[src/psfc_pkg.sv]
// ----------------------------------------------------------------------------
// psfc_pkg: shared types and constants for the packed sample frame checker
// Holds the request and result records, the byte position code, the field
// masks and the byte-wide CRC-8 step (polynomial x^8+x^2+x+1, MSB first).
// ----------------------------------------------------------------------------
`default_nettype none

package psfc_pkg;

    localparam int BYTE_W    = 8;
    localparam int SAMPLE_W  = 12;
    localparam int CHANNEL_W = 6;

    localparam logic [BYTE_W-1:0]    CRC_POLY     = 8'h07;
    localparam logic [BYTE_W-1:0]    CRC_TOP_BIT  = 8'h80;
    localparam logic [BYTE_W-1:0]    LOW_NIBBLE   = 8'h0F;
    localparam logic [BYTE_W-1:0]    HIGH_NIBBLE  = 8'hF0;
    localparam logic [CHANNEL_W-1:0] CHANNEL_MAX  = 6'd63;

    // Result kinds carried on the master tuser bit
    localparam logic KIND_SAMPLE  = 1'b0;
    localparam logic KIND_VERDICT = 1'b1;

    // Position of the next data byte inside its three-byte group
    typedef enum logic [1:0] {
        PHASE_FIRST  = 2'd0,
        PHASE_SECOND = 2'd1,
        PHASE_THIRD  = 2'd2
    } phase_t;

    // One received request held in the input register
    typedef struct packed {
        logic              valid;
        logic [BYTE_W-1:0] rx_byte;
        logic              last_byte;
    } item_t;

    // One result item
    typedef struct packed {
        logic                 result_kind;
        logic [SAMPLE_W-1:0]  sample_value;
        logic [CHANNEL_W-1:0] channel_number;
        logic                 check_ok;
    } result_t;

    // Advance the CRC over one whole byte, most significant bit first
    function automatic logic [BYTE_W-1:0] crc8_step(
        input logic [BYTE_W-1:0] crc,
        input logic [BYTE_W-1:0] data
    );
        logic [BYTE_W-1:0] r;
        r = crc ^ data;
        for (int k = 0; k < BYTE_W; k++) begin
            if ((r & CRC_TOP_BIT) != '0) begin
                r = {r[BYTE_W-2:0], 1'b0} ^ CRC_POLY;
            end else begin
                r = {r[BYTE_W-2:0], 1'b0};
            end
        end
        return r;
    endfunction

endpackage

`default_nettype wire

[src/psfc_frame_core.sv]
// ----------------------------------------------------------------------------
// psfc_frame_core: frame state, CRC and sample unpacking
// Updates the running CRC, the group position and the channel count for the
// request leaving the input register, and forms its result item.
// ----------------------------------------------------------------------------
`default_nettype none

module psfc_frame_core (
    input  wire logic                        aclk,
    input  wire logic                        aresetn,
    input  wire logic                        cfg_wr_en,
    input  wire logic [psfc_pkg::BYTE_W-1:0] cfg_wr_data,
    input  wire psfc_pkg::item_t             item,
    input  wire logic                        advance,
    output logic                             has_result,
    output psfc_pkg::result_t                result
);

    logic [psfc_pkg::BYTE_W-1:0]    seed_reg,     seed_next;
    logic [psfc_pkg::BYTE_W-1:0]    crc_reg,      crc_next;
    logic [psfc_pkg::BYTE_W-1:0]    prev_reg,     prev_next;
    logic [psfc_pkg::CHANNEL_W-1:0] count_reg,    count_next;
    logic                           in_frame_reg, in_frame_next;
    psfc_pkg::phase_t               phase_reg,    phase_next;

    logic                           step;
    logic                           data_step;
    logic                           check_step;
    logic [psfc_pkg::CHANNEL_W-1:0] count_inc;
    logic [psfc_pkg::BYTE_W-1:0]    b;
    logic [3:0]                     b_low;
    logic [3:0]                     prev_high;
    logic [psfc_pkg::SAMPLE_W-1:0]  sample;
    logic                           sample_out;

    assign b          = item.rx_byte;
    assign step       = item.valid && advance;
    assign data_step  = step && !item.last_byte;
    assign check_step = step && item.last_byte;

    // Saturate the channel count at its top value
    assign count_inc = (count_reg == psfc_pkg::CHANNEL_MAX) ?
                       count_reg : count_reg + 1'b1;

    assign b_low     = 4'(b & psfc_pkg::LOW_NIBBLE);
    assign prev_high = 4'((prev_reg & psfc_pkg::HIGH_NIBBLE) >> 4);

    // Next group position
    always_comb begin
        unique case (phase_reg)
            psfc_pkg::PHASE_FIRST:  phase_next = psfc_pkg::PHASE_SECOND;
            psfc_pkg::PHASE_SECOND: phase_next = psfc_pkg::PHASE_THIRD;
            psfc_pkg::PHASE_THIRD:  phase_next = psfc_pkg::PHASE_FIRST;
            default:                phase_next = psfc_pkg::PHASE_SECOND;
        endcase
    end

    // Assemble the sample completed by this byte, if any
    always_comb begin
        unique case (phase_reg)
            psfc_pkg::PHASE_SECOND: begin
                sample     = {b_low, prev_reg};
                sample_out = 1'b1;
            end
            psfc_pkg::PHASE_THIRD: begin
                sample     = {b, prev_high};
                sample_out = 1'b1;
            end
            default: begin
                sample     = '0;
                sample_out = 1'b0;
            end
        endcase
    end

    // Form the result item
    always_comb begin
        has_result = item.last_byte || sample_out;
        if (item.last_byte) begin
            result.result_kind    = psfc_pkg::KIND_VERDICT;
            result.sample_value   = '0;
            result.channel_number = '0;
            result.check_ok       = (b == crc_reg);
        end else begin
            result.result_kind    = psfc_pkg::KIND_SAMPLE;
            result.sample_value   = sample;
            result.channel_number = count_inc;
            result.check_ok       = 1'b0;
        end
    end

    // Next frame state: seed writes, data bytes and the closing check byte
    always_comb begin
        seed_next     = cfg_wr_en ? cfg_wr_data : seed_reg;
        crc_next      = crc_reg;
        prev_next     = prev_reg;
        count_next    = count_reg;
        in_frame_next = in_frame_reg;
        if (cfg_wr_en && !in_frame_reg) begin
            crc_next = cfg_wr_data;
        end
        priority if (check_step) begin
            crc_next      = seed_next;
            prev_next     = '0;
            count_next    = '0;
            in_frame_next = 1'b0;
        end else if (data_step) begin
            crc_next      = psfc_pkg::crc8_step(crc_reg, b);
            prev_next     = b;
            count_next    = sample_out ? count_inc : count_reg;
            in_frame_next = 1'b1;
        end else begin
            in_frame_next = in_frame_reg;
        end
    end

    always_ff @(posedge aclk) begin
        if (!aresetn) begin
            seed_reg     <= '0;
            crc_reg      <= '0;
            prev_reg     <= '0;
            count_reg    <= '0;
            in_frame_reg <= 1'b0;
            phase_reg    <= psfc_pkg::PHASE_FIRST;
        end else begin
            seed_reg     <= seed_next;
            crc_reg      <= crc_next;
            prev_reg     <= prev_next;
            count_reg    <= count_next;
            in_frame_reg <= in_frame_next;
            if (check_step) begin
                phase_reg <= psfc_pkg::PHASE_FIRST;
            end else if (data_step) begin
                phase_reg <= phase_next;
            end
        end
    end

    // A check byte leaves the frame state cleared
    a_clear_after_check: assert property (@(posedge aclk) disable iff (!aresetn)
        check_step |=> (phase_reg == psfc_pkg::PHASE_FIRST) && (count_reg == '0)
                       && !in_frame_reg)
        else $error("frame state not cleared after check byte");

    // A data byte always opens or continues a frame
    a_frame_open: assert property (@(posedge aclk) disable iff (!aresetn)
        data_step |=> in_frame_reg)
        else $error("data byte did not mark frame open");

    // A partly filled group only exists inside a frame
    a_phase_in_frame: assert property (@(posedge aclk) disable iff (!aresetn)
        (phase_reg != psfc_pkg::PHASE_FIRST) |-> in_frame_reg)
        else $error("group position set outside a frame");

endmodule

`default_nettype wire

[config.mk]
export PLATFORM = sky130hd
export DESIGN_NAME = psfc_frame_core
export DESIGN_NICKNAME = d
export VERILOG_FILES = /design/src/psfc_pkg.sv /design/src/psfc_frame_core.sv
export SDC_FILE = /design/constraint.sdc
export NUM_CORES = 1
export LEC_CHECK = 0
export BUFFER_PORTS_ARGS = -buffer_cell sky130_fd_sc_hd__buf_2
export CAP_MARGIN = 25
export CORE_MARGIN = 2
export CORE_UTILIZATION = 51
export CTS_CLUSTER_SIZE = 40
export DETAILED_ROUTE_END_ITERATION = 7
export GPL_ROUTABILITY_DRIVEN = 0
export HOLD_SLACK_MARGIN = 0.08
export PLACE_DENSITY = 0.86
export SETUP_SLACK_MARGIN = 0.02
export SYNTH_ARGS = -nofsm -noshare
export SYNTH_HDL_FRONTEND = slang
export SYNTH_SLANG_ARGS = --single-unit
[constraint.sdc]
create_clock -name aclk -period 4.5 [get_ports aclk]
set_input_delay 0.225 -clock aclk [delete_from_list [all_inputs] [get_ports aclk]]
set_output_delay 0.225 -clock aclk [all_outputs]
set_load 0.05 [all_outputs]
### After elaboration in Yosys (flattened, before gate mapping)

Index checks and enable logic that the tools add are counted.

* register bits after elaboration: 33
* input bits: 22
* output and inout port bits: 21
* word-level logic and storage cells: 63

* $add $sub $neg: 1
* eq/ne operators: 4
* multiplexer cells: 31
* bitwise gates (word level): 10
* reduce and logical (&&, ||, !) cells: 11

Operator list (count)
* $mux 8: 18
* $mux 3: 8
* $not 3->3: 8
* $pmux 12 s2: 1
* $mux 20: 1
* $eq 8x8->1: 1
* $xor 8x8->8: 1
* $add 6x1->6 const B: 1
* $eq 6x6->1 const B: 1
* $mux 6: 1
* $logic_and 1x1->1: 4
* $pmux 2 s2: 1
* $reduce_or 2->1: 2
* $reduce_bool 3->1: 1
* $eq 2x1->1 const B: 1
* $eq 2x2->1 const B: 1
* $logic_not 1->1: 2
* $reduce_and 2->1: 1
* $logic_or 1x1->1: 1
* $mux 1: 1
* $not 1->1: 1

### Longest topological paths before layout

Gate-level depths: netlist of the first run.

* word-level depth: 33
* gate-level depth with buffers: 6
* mapped depth without buffers: 6

### Least setup slack after synthesis of the first run

No wires, ideal clock.

* kind: register to output
* start: register count_reg[0] in the netlist's numbering
* end: output port result[5] in the netlist's numbering
* data arrival time: 2.007 ns
* data required time: 4.275 ns
* setup slack: 2.268 ns
* stages on the path, launching flop included: 5
* buffers on the path: 0
* cell sequence: dfxtp_1 > ha_1 > nand3_1 > nor2_1 > a211oi_1

RTL lines
* start: declaration: RTL line psfc_frame_core.sv:22 `logic [psfc_pkg::CHANNEL_W-1:0] count_reg, count_next;`
* start signal: assignment: RTL line psfc_frame_core.sv:129 `count_reg <= count_next;`
* end: declaration: RTL line psfc_frame_core.sv:16 `output psfc_pkg::result_t result`

==> impl_metrics.env, run 1 <==
export IMPL_fin_nets=309
export IMPL_cp_required_ns=4.28
export IMPL_fin_area_um2=2370
export IMPL_maxCapViolations=0
export IMPL_fin_tns_setup_ns=0
export IMPL_fmax_ghz=0.445
export IMPL_drt_total_wl_um=4670
export IMPL_tightest_slew_ns=0.943
export IMPL_async_reset_ff_share_pct=0
export IMPL_vias=1882
export IMPL_cts_buffers=5
export IMPL_postCtsHoldBufs=0
export IMPL_place_inst=325
export IMPL_cp_max_fo=6
export IMPL_clock_path_buffers=2
export IMPL_critPathLaunch="count_reg[0]$_SDFFE_PP0P_"
export IMPL_fillerInstances=352
export IMPL_rsz0062_at_grt="false"
export IMPL_root_buffer="clkbuf_8"
export IMPL_cts_tree="done"
export IMPL_leakagePower_nw=1.01
export IMPL_hold_violations=0
export IMPL_drive_above_1_share_pct=20.1
export IMPL_dpl_cell_area_um2=2270
export IMPL_grt_overflow_total=0
export IMPL_synth_largest_area_cell="dfxtp_1"
export IMPL_cts_setup_buffers=0
export IMPL_finalMaxSlewViolations=0
export IMPL_clock_sinks=33
export IMPL_peakVddDrop_uv=238
export IMPL_fin_crit_sh_pct=50.0
export IMPL_first_global_vias=1687
export IMPL_ys_warn_count=0
export IMPL_yosysMostFrequentCell="nand2_1"
export IMPL_criticalPathCategory="reg2out"
export IMPL_synth_seq_cells=33
export IMPL_fp_dieArea_um2=4570
export IMPL_setup_viol=0
export IMPL_die_h_um=67.6
export IMPL_start_kind="register"
export IMPL_synth_flop_cell="dfxtp_1"
export IMPL_via_per_inst=5.65
export IMPL_finalPower_uw=743
export IMPL_hpwl_um=3320
export IMPL_cts_repair_resized=0
export IMPL_hold_class="in2reg"
export IMPL_io_pins=43
export IMPL_synth_top_cell_area_share_pct=32.0
export IMPL_worstPathArrival_ns=2.02
export IMPL_drc=0
export IMPL_clock_skew_final_ns=0.00897
export IMPL_outcome="completed"
export IMPL_synthCells=249
export IMPL_reg2reg_from="phase_reg[0]$_SDFFE_PP0P_"
export IMPL_netlist_top_cells_count="nand2_1, dfxtp_1, a21oi_1"
export IMPL_synth_area_um2=2060
export IMPL_synth_area_leaders="dfxtp_1, nand2_1, xnor3_1"
export IMPL_area_growth_pct=14.8
export IMPL_grt_use_total_pct=23.2
export IMPL_stdcell_count=333
export IMPL_wl_per_cell_um=14.0
export IMPL_antenna_cells=0
export IMPL_grt_max_degree=28
export IMPL_synth_edf_count=0
export IMPL_rows=23
export IMPL_p_per_area_nw_per_um2=314
export IMPL_synth_nets=276
export IMPL_min_from="cfg_wr_data[5]"
export IMPL_htree_levels=2
export IMPL_yosysSeqAreaShare_pct=32.0
export IMPL_r2r_setup_slack_ns=2.86
export IMPL_synth_distinct_cells=38
export IMPL_avgSynthCellArea_um2=8.29
export IMPL_drtIter0Drc=109
export IMPL_core_area_um2=3940
export IMPL_drt_pass1_iter_count=4
export IMPL_clock_latency_ns=0.30
export IMPL_port_buffer_count=42
export IMPL_die_x_um=67.6
export IMPL_grt_pass1_wl_um=7900
export IMPL_busiest_layer="met2"
export IMPL_min_period_ns=2.25
export IMPL_ant_nets=0
export IMPL_slew_headroom_pct=36.9
export IMPL_use_met3_pct=5.33
export IMPL_antenna_found_initial=0
export IMPL_start_util_pct=52.4
export IMPL_clk_pin_slew_ns=0.07
export IMPL_grtUsageMet2_pct=38.7
export IMPL_cp_end_kind="output port"
export IMPL_grt_util_met1_pct=28.8
[worst max-delay path, cell delays in order (launching register included)]
cell	delay [ns]
dfxtp_1	0.42
ha_1	0.28
nand3_1	0.16
or2_1	0.35
xnor2_1	0.16
nor2_1	0.09
buf_2	0.27
[path summary, 6_finish.rpt]
check                                    to  cells after the start
hold / removal       seed_reg[5]$_SDFF_PN0_                      3
hold reg to reg    prev_reg[3]$_SDFFE_PP0P_                      2
setup / recovery                  result[1]                      6
setup reg to reg  count_reg[5]$_SDFFE_PP0P_                      6
[placed cells by master, fill, tap and decap left out, types with 2 or more instances in the layout]
master	Yosys	routed
nand2_1	43	43
buf_2	3	42
dfxtp_1	33	33
a21oi_1	21	21
nor2_1	19	19
o21ai_0	19	19
a22oi_1	12	12
mux2i_1	10	10
nor2b_1	8	8
nand3_1	7	7
clkbuf_8	0	7
o21ai_1	6	6
xnor3_1	6	6
xnor2_1	5	5
xnor2_2	5	5
ha_1	5	5
nor3_1	4	4
inv_1	3	3
and3_1	3	3
a31oi_1	3	3
nand2b_1	3	3
or2_1	2	2
o2111ai_1	2	2
[metrics by stage]
stage	hold slack [ns]	setup slack [ns]	util, %
2_1_floorplan	0.361	2.27	-
3_3_place_gp	0.444	2.64	57.6
3_5_place_dp	0.449	2.58	57.6
4_1_cts	0.212	2.25	60.1
5_1_grt	0.217	2.09	60.1
6_report	0.211	2.25	60.1
[metal layers]
metal	part of all wire, %	routed length (um)	vias up
met5	0	0	-
met3	6.8	316	5
met4	1.2	58	0
met2	49	2290	65
li1	-	-	944
met1	43	2010	868
[layout make-up]
type                            instances  area [um^2]  area share, %
Clock inverter                          1         5.00          0.211
Clock buffer                            7         96.3           4.06
Sequential cell                        33          661           27.9
Multi-Input combinational cell        197         1330           55.9
Tap cell                               50         62.6           2.64
Inverter                                3         11.3          0.475
Timing Repair Buffer                   42          210           8.87
[power breakdown]
| part | switching, mW | total, mW | internal (mW) |
|---|---|---|---|
| Clock | 0.113 | 0.251 | 0.138 |
| Combinational | 0.0836 | 0.173 | 0.0898 |
| Sequential | 0.0117 | 0.319 | 0.307 |
| Total | 0.208 | 0.743 | 0.535 |
[cell families after synthesis]
group           Yosys count  share of synthesized area, %
xor+xnor                 18                          15.1
simple gates             94                          21.0
buf+inv                  19                          3.82
compound gates           70                          20.2
flops                    33                          32.0
fa+ha+maj                 5                          3.03
mux                      10                          4.85
No activity file was read; power rests on OpenSTA's default activity.
==> run 2: changes to the inputs <==
==> constraint.sdc (replaced) <==
create_clock -name aclk -period 2.3 [get_ports aclk]
set_input_delay 0.115 -clock aclk [delete_from_list [all_inputs] [get_ports aclk]]
set_output_delay 0.115 -clock aclk [all_outputs]
set_load 0.05 [all_outputs]
==> impl_metrics.env, run 2 (synthesized netlist as in run 1, its figures left out) <==
export IMPL_final_cell_mix="nand2_1, buf_2, dfxtp_1"
export IMPL_core_area_um2=3940
export IMPL_worstPathArrival_ns=2.04
export IMPL_final_common_cell="nand2_1"
export IMPL_drtIter0Drc=99
export IMPL_die_h_um=67.6
export IMPL_cp_end_kind="output port"
export IMPL_leakagePower_nw=1.01
export IMPL_clk_pin_slew_ns=0.07
export IMPL_rows=23
export IMPL_via_per_inst=5.49
export IMPL_wl_per_cell_um=14.0
export IMPL_rsz0062_at_grt="false"
export IMPL_outcome="completed"
export IMPL_clock_skew_final_ns=0.00620
export IMPL_fp_dieArea_um2=4570
export IMPL_maxCapViolations=0
export IMPL_antenna_found_initial=0
export IMPL_clock_path_buffers=2
export IMPL_antenna_cells=0
export IMPL_root_buffer="clkbuf_8"
export IMPL_ant_nets=0
export IMPL_grt_pass1_wl_um=7820
export IMPL_p_per_area_nw_per_um2=597
export IMPL_htree_levels=2
export IMPL_io_pins=43
export IMPL_postCtsHoldBufs=0
export IMPL_cts_repair_resized=0
export IMPL_hold_violations=0
export IMPL_post_place_ws_ns=0.499
export IMPL_hold_class="in2reg"
export IMPL_place_inst=327
export IMPL_drive_above_1_share_pct=20.1
export IMPL_stdcell_count=334
export IMPL_cts_setup_buffers=0
export IMPL_clock_sinks=33
export IMPL_grt_max_degree=28
export IMPL_cts_tree="done"
export IMPL_area_growth_pct=14.8
export IMPL_cts_buffers=5
export IMPL_first_global_vias=1711
export IMPL_drt_pass1_iter_count=5
export IMPL_cp_max_fo=6
export IMPL_finalPower_mw=1.41
export IMPL_fin_area_um2=2370
export IMPL_fin_nets=311
export IMPL_fin_crit_sh_pct=93.5
export IMPL_fin_tns_setup_ns=0
export IMPL_port_buffer_count=42
export IMPL_start_kind="register"
export IMPL_drc=0
export IMPL_setup_viol=0
export IMPL_peakVddDrop_uv=394
export IMPL_grt_overflow_total=0
export IMPL_drt_total_wl_um=4680
export IMPL_cp_required_ns=2.18
export IMPL_clock_latency_ns=0.29
export IMPL_hpwl_um=3350
export IMPL_min_period_ns=2.15
export IMPL_finalMaxSlewViolations=0
export IMPL_setup_slack_ns=0.149
export IMPL_fmax_ghz=0.465
export IMPL_start_util_pct=52.4
export IMPL_slew_headroom_pct=66.4
export IMPL_grt_use_total_pct=22.8
export IMPL_vias=1832
export IMPL_tightest_slew_ns=0.504
export IMPL_dpl_cell_area_um2=2280
export IMPL_criticalPathCategory="reg2out"
export IMPL_die_x_um=67.6
-- run 2: cell types whose count changed in the layout (fill, tap and decap cells not counted) --
| cell | previous run | this run |
|---|---|---|
| clkinv_2 | 1 | 0 |
| clkbuf_8 | 7 | 6 |
| buf_4 | 0 | 2 |
| clkbuf_1 | 0 | 1 |
-- run 2: per-stage QoR --
step	utilization [%]	hold WS, ns
final	60.1	0.104
after global routing	60.1	0.118
after CTS	60.1	0.104
after detailed placement	57.9	0.399
after global placement	57.9	0.388
after floorplan	-	0.251
-- run 2: routing by layer --
metal | global-route usage, % | wire length, um
met1 | 28.9 | 2170
met3 | 6.00 | 205
met4 | 6.63 | 63
met2 | 37.9 | 2240
met5 | 0 | 0
-- run 2: final cells by class --
cell class / instances / area [um^2]
flip-flops and latches: 33 / 661
multi-input cells: 197 / 1330
clock buffers: 7 / 86.3
inverters: 3 / 11.3
repair buffers: 44 / 225
fillers: 362 / 1570
well taps: 50 / 62.6
-- run 2: worst max-delay path: stages, from the launching register on --
cell and delay (ns):
dfxtp_1 0.44, ha_1 0.30, nand3_1 0.16, or2_1 0.35, mux2i_1 0.15, nor2_1 0.09, buf_2 0.27
-- run 2: final timing paths --
check	start	end	slack [ns]	depth (start not counted)
setup / recovery	count_reg[0]$_SDFFE_PP0P_	result[2]	0.15	6
setup reg to reg	phase_reg[0]$_SDFFE_PP0P_	count_reg[3]$_SDFFE_PP0P_	0.65	6
hold / removal	item[8]	prev_reg[7]$_SDFFE_PP0P_	0.10	3
hold reg to reg	prev_reg[1]$_SDFFE_PP0P_	prev_reg[1]$_SDFFE_PP0P_	0.45	2
-- run 2: where the power goes --
part	leakage, nW	internal [mW]	switching [mW]
Combinational	0.700	0.181	0.166
Sequential	0.270	0.601	0.0227
Clock	0.0443	0.237	0.206
==> run 3: changes to the inputs <==
--- a/config.mk
+++ b/config.mk
@@ -7,7 +7,6 @@
 export LEC_CHECK = 0
 export BUFFER_PORTS_ARGS = -buffer_cell sky130_fd_sc_hd__buf_2
 export CAP_MARGIN = 25
-export CORE_MARGIN = 2
 export CORE_UTILIZATION = 51
 export CTS_CLUSTER_SIZE = 40
 export DETAILED_ROUTE_END_ITERATION = 7
==> impl_metrics.env, run 3 (synthesized netlist as in run 1, its figures left out) <==
export IMPL_clock_latency_ns=0.28
export IMPL_grt_use_total_pct=23.2
export IMPL_die_x_um=65.6
export IMPL_hpwl_um=3290
export IMPL_vias=1855
export IMPL_clock_sinks=33
export IMPL_cts_buffers=5
export IMPL_fin_crit_sh_pct=91.4
export IMPL_tightest_slew_ns=0.989
export IMPL_ant_nets=0
export IMPL_via_per_inst=5.59
export IMPL_peakVddDrop_uv=546
export IMPL_cp_end_kind="output port"
export IMPL_cts_tree="done"
export IMPL_fin_tns_setup_ns=0
export IMPL_min_from="item[8]"
export IMPL_grt_overflow_total=0
export IMPL_worst_r2r_path_depth=6
export IMPL_reg2reg_from="phase_reg[0]$_SDFFE_PP0P_"
export IMPL_cp_max_fo=6
export IMPL_wl_per_cell_um=13.8
export IMPL_wl_met3_um=219
export IMPL_postCtsHoldBufs=0
export IMPL_htree_levels=2
export IMPL_leakagePower_nw=1.01
export IMPL_hold_violations=0
export IMPL_p_per_area_nw_per_um2=588
export IMPL_grt_pass1_wl_um=7670
export IMPL_antenna_found_initial=0
export IMPL_clock_path_buffers=2
export IMPL_root_buffer="clkbuf_8"
export IMPL_finalMaxSlewViolations=0
export IMPL_worstPathArrival_ns=1.99
export IMPL_drc=0
export IMPL_drtIter0Drc=112
export IMPL_fp_dieArea_um2=4310
export IMPL_drt_pass1_iter_count=5
export IMPL_io_pins=43
export IMPL_worstHoldEndpoint="prev_reg[7]$_SDFFE_PP0P_"
export IMPL_area_growth_pct=14.2
export IMPL_grt_max_degree=28
export IMPL_cts_setup_buffers=0
export IMPL_antenna_cells=0
export IMPL_rsz0062_at_grt="false"
export IMPL_fin_area_um2=2360
export IMPL_r2r_setup_slack_ns=0.62
export IMPL_core_area_um2=3770
export IMPL_met1_length_um=2150
export IMPL_die_h_um=65.6
export IMPL_criticalPathCategory="reg2out"
export IMPL_fmax_ghz=0.476
export IMPL_dpl_cell_area_um2=2270
export IMPL_min_period_ns=2.10
export IMPL_slew_headroom_pct=33.8
export IMPL_top_layer="met4"
export IMPL_outcome="completed"
export IMPL_final_common_cell="nand2_1"
export IMPL_hold_class="in2reg"
export IMPL_first_global_vias=1708
export IMPL_final_cell_mix="nand2_1, buf_2, dfxtp_1"
export IMPL_drive_above_1_share_pct=20.1
export IMPL_fin_nets=310
export IMPL_setup_viol=0
export IMPL_start_util_pct=54.7
export IMPL_clk_pin_slew_ns=0.07
export IMPL_wl_met2_um=2170
export IMPL_cp_required_ns=2.18
export IMPL_drt_total_wl_um=4570
export IMPL_maxCapViolations=0
export IMPL_hold_path_depth=3
export IMPL_finalPower_mw=1.39
export IMPL_r2r_end="count_reg[3]$_SDFFE_PP0P_"
export IMPL_port_buffer_count=42
export IMPL_start_kind="register"
export IMPL_rows=22
export IMPL_cts_repair_resized=0
export IMPL_clock_skew_final_ns=0.00350
==> run 3: changes by cell type in the layout (fill, tap and decap cells not counted) <==
cell,before,now
clkinv_2,0,2
buf_4,2,1
clkbuf_8,6,5
==> run 3: layout make-up <==
| type | count | area, um^2 |
|---|---|---|
| Clock inverter | 2 | 10.0 |
| Clock buffer | 6 | 72.6 |
| Multi-Input combinational cell | 197 | 1330 |
| Inverter | 3 | 11.3 |
| Timing Repair Buffer | 43 | 218 |
| Sequential cell | 33 | 661 |
| Tap cell | 48 | 60.1 |
| Fill cell | 335 | 1410 |
==> run 3: how the worst max path moves through the flow <==
| stage | start | end | slack, ns | cells past startpoint |
|---|---|---|---|---|
| 6_report | count_reg[0]$_SDFFE_PP0P_ | result[1] | 0.20 | 6 |
| 5_1_grt | count_reg[0]$_SDFFE_PP0P_ | result[1] | 0.02 | 6 |
| 4_1_cts | count_reg[0]$_SDFFE_PP0P_ | result[2] | 0.19 | 6 |
| 3_5_place_dp | count_reg[0]$_SDFFE_PP0P_ | result[2] | 0.51 | 6 |
| 3_3_place_gp | count_reg[0]$_SDFFE_PP0P_ | result[1] | 0.55 | 6 |
| 2_1_floorplan | count_reg[0]$_SDFFE_PP0P_ | result[5] | 0.18 | 4 |
==> run 3: routing by layer <==
metal	global-route usage [%]	vias to the layer above
li1	-	940
met2	39.0	54
met3	5.03	5
met4	6.25	0
met5	0	-
met1	29.5	856
==> run 3: per-stage QoR <==
stage               instances  util, %  worst slack, ns  hold slack [ns]
finish                    332     62.5            0.197            0.115
global route              332     62.5           0.0218            0.111
CTS                       332     62.5            0.189            0.107
detailed placement        324     60.3            0.508            0.401
global placement          324     60.3            0.553            0.388
floorplan                 249        -            0.178            0.251
==> run 3: power breakdown <==
group,internal (mW),total (mW),switching [mW]
Clock,0.209,0.419,0.209
Sequential,0.601,0.624,0.0230
Combinational,0.180,0.342,0.163
==> run 3: critical path, cell delays in order (launching register included) <==
cell and delay, ns:
dfxtp_1 0.42, ha_1 0.28, nand3_1 0.16, or2_1 0.35, xnor2_1 0.16, nor2_1 0.08
buf_2 0.26
